[config.mk]
export PLATFORM = sky130hd
export DESIGN_NAME = load_switch_soft_start_trip
export DESIGN_NICKNAME = d
export VERILOG_FILES = /design/src/hdl/lsst_pkg.sv /design/src/hdl/load_switch_soft_start_trip.sv
export SDC_FILE = /design/constraint.sdc
export NUM_CORES = 1
export LEC_CHECK = 0
export BUFFER_PORTS_ARGS = -buffer_cell sky130_fd_sc_hd__buf_4
export CAP_MARGIN = 20
export CORE_ASPECT_RATIO = 0.5
export CORE_MARGIN = 2
export CORE_UTILIZATION = 55
export DETAILED_ROUTE_END_ITERATION = 10
export PLACE_DENSITY = 0.78
export SYNTH_ARGS = -nofsm -noshare
export SYNTH_HDL_FRONTEND = slang
export SYNTH_SLANG_ARGS = --single-unit
[constraint.sdc]
create_clock -name i_clk -period 3.95 [get_ports i_clk]
set_input_delay 0 -clock i_clk [delete_from_list [all_inputs] [get_ports i_clk]]
set_output_delay 0 -clock i_clk [all_outputs]
set_load 0.02 [all_outputs]
[src/hdl/lsst_pkg.sv]
// ---------------------------------------------------------------------------
// lsst_pkg
// Shared constants and types for the load switch with soft start and trip.
// ---------------------------------------------------------------------------
package lsst_pkg;

    localparam int unsigned CUR_W   = 16;
    localparam int unsigned CNT_W   = 7;
    localparam int unsigned PULSE_W = 5;

    localparam logic [PULSE_W-1:0] SOFT_START_PULSES = 5'd20;
    localparam logic [CNT_W-1:0]   TRIP_TICKS        = 7'd100;
    localparam logic [CNT_W-1:0]   RESTART_DELAY     = 7'd100;
    localparam logic [CNT_W-1:0]   OVER_COUNT_MAX    = 7'd127;
    localparam logic [CUR_W-1:0]   CURRENT_LIMIT_RST = 16'd100;

    typedef enum logic [2:0] {
        PH_WAIT  = 3'd0,
        PH_PULSE = 3'd1,
        PH_FINAL = 3'd2,
        PH_OFF   = 3'd3,
        PH_RUN   = 3'd4
    } t_phase;

endpackage

[src/hdl/load_switch_soft_start_trip.sv]
// ---------------------------------------------------------------------------
// load_switch_soft_start_trip
// Load switch controller: pulsed soft start, over-current trip, hiccup
// restart and peak current tracking. One request is one control tick.
// ---------------------------------------------------------------------------
// Channel   Direction  Handshake               Payload
// tick      in         i_valid / o_ready       enable_request, measured_current
// result    out        o_valid / i_ready       power_on, phase, peak_current,
//                                              over_limit_ticks
// config    in         i_cfg_wr_en             i_cfg_wr_data (current limit)
//
// A request is captured in an input register and evaluated in the next cycle
// into the controller state, which is also the result register. One request
// is taken every cycle; the input register only waits, and evaluation with it,
// while a finished result is held by the output side. Reset is synchronous and
// returns the controller to waiting for start with the switch off.
// ---------------------------------------------------------------------------
module load_switch_soft_start_trip
    import lsst_pkg::*;
(
    input  logic             i_clk,
    input  logic             i_rst_n,
    input  logic             i_valid,
    output logic             o_ready,
    input  logic             i_enable_request,
    input  logic [CUR_W-1:0] i_measured_current,
    output logic             o_valid,
    input  logic             i_ready,
    output logic             o_power_on,
    output logic [2:0]       o_phase,
    output logic [CUR_W-1:0] o_peak_current,
    output logic [CNT_W-1:0] o_over_limit_ticks,
    input  logic             i_cfg_wr_en,
    input  logic [CUR_W-1:0] i_cfg_wr_data
);

    logic               r_in_valid;
    logic               r_in_en;
    logic [CUR_W-1:0]   r_in_cur;
    logic               r_out_valid;
    logic [CUR_W-1:0]   r_limit;

    t_phase             r_phase,        n_phase;
    logic [CNT_W-1:0]   r_switch_delay, n_switch_delay;
    logic [PULSE_W-1:0] r_pulses_left,  n_pulses_left;
    logic [CNT_W-1:0]   r_over_count,   n_over_count;
    logic [CUR_W-1:0]   r_peak,         n_peak;
    logic               r_switch,       n_switch;

    logic               advance;
    logic               in_take;
    logic [CNT_W-1:0]   over_inc;

    assign advance = r_in_valid && (!r_out_valid || i_ready);
    assign o_ready = !r_in_valid || advance;
    assign in_take = i_valid && o_ready;

    always_comb begin
        n_phase        = r_phase;
        n_switch_delay = r_switch_delay;
        n_pulses_left  = r_pulses_left;
        n_over_count   = r_over_count;
        n_peak         = r_peak;
        n_switch       = r_switch;
        over_inc       = (r_over_count < OVER_COUNT_MAX) ? r_over_count + 7'd1
                                                         : r_over_count;
        case (r_phase)
            PH_WAIT: begin
                if (r_switch_delay != '0) begin
                    n_switch_delay = r_switch_delay - 7'd1;
                end else if (r_in_en) begin
                    n_switch = 1'b1;
                    n_phase  = PH_PULSE;
                end
            end
            PH_PULSE: begin
                if (r_switch_delay != '0) begin
                    n_switch_delay = r_switch_delay - 7'd1;
                end else begin
                    n_switch = 1'b0;
                    if (r_pulses_left == '0) begin
                        n_phase = PH_FINAL;
                    end else begin
                        n_pulses_left = r_pulses_left - 5'd1;
                        n_phase       = PH_WAIT;
                    end
                end
            end
            PH_FINAL: begin
                if (r_switch_delay != '0) begin
                    n_switch_delay = r_switch_delay - 7'd1;
                end else begin
                    n_switch = 1'b1;
                    n_phase  = PH_RUN;
                end
            end
            PH_OFF: begin
                if (r_in_en) begin
                    if (r_over_count == '0) begin
                        n_phase        = PH_WAIT;
                        n_pulses_left  = SOFT_START_PULSES;
                        n_switch_delay = RESTART_DELAY;
                    end else begin
                        n_over_count = r_over_count - 7'd1;
                    end
                end
            end
            PH_RUN: begin
                if (!r_in_en) begin
                    n_phase  = PH_OFF;
                    n_switch = 1'b0;
                end else begin
                    if (r_in_cur > r_limit) begin
                        n_over_count = over_inc;
                        // The trip looks at the count including this tick.
                        if (over_inc > TRIP_TICKS) begin
                            n_phase  = PH_OFF;
                            n_switch = 1'b0;
                        end
                    end else begin
                        n_over_count = '0;
                    end
                    if (r_in_cur > r_peak) begin
                        n_peak = r_in_cur;
                    end
                end
            end
            default: begin
            end
        endcase
    end

    always_ff @(posedge i_clk) begin
        if (!i_rst_n) begin
            r_in_valid     <= 1'b0;
            r_out_valid    <= 1'b0;
            r_limit        <= CURRENT_LIMIT_RST;
            r_phase        <= PH_WAIT;
            r_switch_delay <= '0;
            r_pulses_left  <= SOFT_START_PULSES;
            r_over_count   <= '0;
            r_peak         <= '0;
            r_switch       <= 1'b0;
        end else begin
            if (i_cfg_wr_en) begin
                r_limit <= i_cfg_wr_data;
            end
            if (in_take) begin
                r_in_valid <= 1'b1;
            end else if (advance) begin
                r_in_valid <= 1'b0;
            end
            if (advance) begin
                r_out_valid    <= 1'b1;
                r_phase        <= n_phase;
                r_switch_delay <= n_switch_delay;
                r_pulses_left  <= n_pulses_left;
                r_over_count   <= n_over_count;
                r_peak         <= n_peak;
                r_switch       <= n_switch;
            end else if (i_ready) begin
                r_out_valid <= 1'b0;
            end
        end
    end

    always_ff @(posedge i_clk) begin
        if (in_take) begin
            r_in_en  <= i_enable_request;
            r_in_cur <= i_measured_current;
        end
    end

    assign o_valid            = r_out_valid;
    assign o_power_on         = r_switch;
    assign o_phase            = 3'(r_phase);
    assign o_peak_current     = r_peak;
    assign o_over_limit_ticks = r_over_count;

endmodule

==> flow_metrics.py <==
metrics = {
    "status": {
        "outcome": "completed",
    },
    "worst_setup_path": {
        "worstReg2RegEnd": "o_phase[1]",
        "rrSetupSlack_ps": 1580,
        "r2r_cells": 6,
        "startpoint_type": "register",
        "cp-startpoint": "r_in_cur[9]",
        "cp-endpoint": "o_phase[1]",
        "worstSetupPathType": "reg -> reg",
        "critPathCaptureType": "register",
        "reg2reg_from": "r_in_cur[9]",
        "crit_fanout": 9,
        "required_ps": 4190,
        "cp.arrival_ps": 2610,
    },
    "placed_design": {
        "place_inst": 637,
        "port_buffers": 66,
        "dp_hpwl_um": 6880,
        "gp_congestion": 0.881,
    },
    "grt": {
        "grt_first_pass_wirelength_um": 16800,
        "grt_antenna_before_repair": 0,
        "grt_pass1_vias": 3642,
        "grt_max_degree": 52,
        "grt_overflow": 0,
        "grt_usage": 0.249,
    },
    "clock_network": {
        "path_clk_slew_ps": 60,
        "cts_max_level": 3,
        "cts_tree": "done",
        "cts.sinks": 74,
        "cts_made_buffers": 9,
        "clock_latency_ps": 330,
        "cts_setup_buffers": 0,
        "clock-root-buffer": "clkbuf_16",
        "cts_buffer_depth": 2,
        "ctsResizeCount": 0,
    },
    "layout": {
        "layout_commonest_cell": "buf_4",
        "diodes": 0,
        "final_cell_mix": "66 x buf_4, 62 x nand2_1, 57 x dfxtp_1",
        "area_growth_pct": 26.0,
        "nFillCells": 546,
        "nNetsFinal": 651,
        "drive_gt1_frac": 0.162,
        "fin_cells": 688,
    },
    "die": {
        "coreArea_um2": 7490,
        "die_h_um": 66.7,
        "start_util": 0.578,
        "row_count": 22,
        "die_w_um": 129,
        "ios": 67,
        "dieArea_um2": 8640,
    },
    "power_and_ir_drop": {
        "switching_share": 0.291,
        "powerDensity_nw_per_um2": 422,
        "peakVddDrop_v": 0.000260,
        "leakagePower_nw": 2.23,
        "power_frac_clock": 0.353,
        "p_comb_frac": 0.250,
        "pwr-share-seq": 0.398,
        "switchingPower_uw": 671,
        "p_int_mw": 1.63,
    },
    "detailed_routing": {
        "postRouteAntennaNets": 0,
        "drt_wl_total_um": 9950,
        "avgViaCountPerCell": 5.46,
        "drt-initial-drc-count": 281,
        "firstDrtPassIters": 4,
        "avgRoutedWirePerCell_um": 14.5,
        "route.detailed.drc": 0,
        "num_vias": 3754,
    },
    "synth": {
        "ys_seq_elements": 74,
        "yosysSeqAreaShare": 0.382,
        "synth.avg_cell_area_um2": 8.89,
        "synth_edf_count": 17,
        "yosys_most_used_dff": "dfxtp_1",
        "yosys_warnings": 0,
        "async_flop_share": 0,
        "synth_area_um2": 4330,
        "syn-instance-count": 487,
        "synth_cell_types": 66,
        "synthesis.nets": 563,
    },
    "timing": {
        "hold_viol_final": 0,
        "finClkSkew_ps": 8.63,
        "rsz0062_at_grt": "no",
        "finalMaxSlewViolations": 0,
        "fin_crit_sh": 0.601,
        "tns_ps": 0,
        "setup_viol": 0,
        "layout_min_cycle_time_ps": 2370,
        "max_slew_margin": 0.414,
        "worst-slew-pin-transition_ps": 879,
        "fmax_mhz": 421,
    },
    "flow_run": {
        "cap_violations": 0,
    },
    "hold_path": {
        "min_path_type": "in -> reg",
    },
}
-- power groups by stage --
stage	Clock (mW)	Sequential (mW)	Combinational [mW]
2_1_floorplan	0	0.917	0.431
3_3_place_gp	0	0.927	0.539
3_5_place_dp	0	0.929	0.539
4_1_cts	0.825	0.913	0.571
5_1_grt	0.853	0.925	0.640
6_report	0.812	0.915	0.574
-- layer usage --
layer | vias up | wire length [um] | share of wire | track usage
met3 | 21 | 527 | 0.053 | 0.0594
li1 | 1891 | - | - | -
met4 | 0 | 190 | 0.019 | 0.0874
met2 | 103 | 4570 | 0.46 | 0.405
met5 | - | 0 | 0 | 0
met1 | 1739 | 4670 | 0.47 | 0.327
-- layout make-up --
class / instances / area [um^2] / share of cell area
well taps: 108 / 135 / 0.0248
repair buffers: 101 / 846 / 0.155
inverters: 40 / 150 / 0.0275
clock buffers: 11 / 243 / 0.0445
flip-flops and latches: 74 / 1650 / 0.303
clock inverters: 5 / 52.6 / 0.00963
multi-input cells: 349 / 2380 / 0.436
-- through the flow --
stage	power (mW)	hold WS [ps]	setup WS [ps]	utilization	instance area [um^2]
floorplan	1.35	98.9	1810	-	4330
global placement	1.47	178	1670	0.643	4810
detailed placement	1.47	179	1580	0.643	4810
CTS	2.31	71.8	1570	0.729	5460
global route	2.42	99.2	1380	0.729	5460
finish	2.30	81.1	1580	0.729	5460
-- worst min-delay path by stage --
stage / startpoint / endpoint / slack [ps] / depth (start not counted)
global route: i_cfg_wr_en / r_limit[5] / 100 / 2
finish: i_cfg_wr_en / r_limit[6] / 80 / 3
detailed placement: i_measured_current[3] / r_in_cur[3] / 180 / 1
global placement: i_measured_current[12] / r_in_cur[12] / 180 / 1
floorplan: i_measured_current[0] / r_in_cur[0] / 100 / 0
CTS: i_cfg_wr_en / r_limit[6] / 70 / 3
-- kinds of logic (layout without fill, tap and decap cells) --
family                   Yosys count  in the layout  share of synthesized area
flip-flops                        74             74                      0.382
XOR/XNOR                           8              8                     0.0162
AND/OR/NAND/NOR                  185            185                      0.212
adder cells (fa/ha/maj)           38             38                      0.110
AO/OA/AOI/OAI                     85             85                      0.134
buffers and inverters             64            157                     0.0691
multiplexers                      33             33                     0.0766
-- cells in the mapped netlist, types with 3 or more instances --
library cell / count / area (um^2)
nor4_1: 6 / 37.5
nand3_1: 23 / 115
nor2b_1: 8 / 50.1
nor3_1: 4 / 20.0
buf_2: 3 / 15.0
a21o_1: 4 / 30.0
nand2_1: 62 / 233
a31oi_1: 4 / 25.0
nand4_1: 12 / 75.1
xor2_1: 7 / 61.3
edfxtp_1: 17 / 510
buf_4: 3 / 22.5
nor2_1: 44 / 165
mux2i_1: 32 / 320
clkbuf_1: 14 / 52.6
o211ai_1: 6 / 45.0
o31ai_1: 3 / 22.5
ha_1: 38 / 475
and2_1: 4 / 25.0
nand2b_1: 3 / 18.8
o21ai_0: 10 / 50.1
a21oi_1: 33 / 165
inv_1: 40 / 150
dfxtp_1: 57 / 1140
-- worst max-delay path, cell delays in order, from the launching register on --
cell	delay, ps
edfxtp_1	450
ha_1	350
nand4_1	170
a2111o_1	400
a31oi_2	450
a31oi_1	180
o32ai_1	280
-- state kept, by name (all words and copies together) (netlist names) --
register,flops
o_over_limit_ticks,7
o_peak_current,16
o_phase,3
o_power_on,1
o_valid,1
r_in_cur,16
r_in_en,1
r_in_valid,1
r_limit,16
r_pulses_left,5
r_switch_delay,7
-- repair_timing --
action | in CTS | in global routing
setup endpoints to repair | 0 | 0
hold buffers | 35 | 0
hold endpoints to repair | 35 | 0
Note: power is estimated with default switching activity, not from simulation.
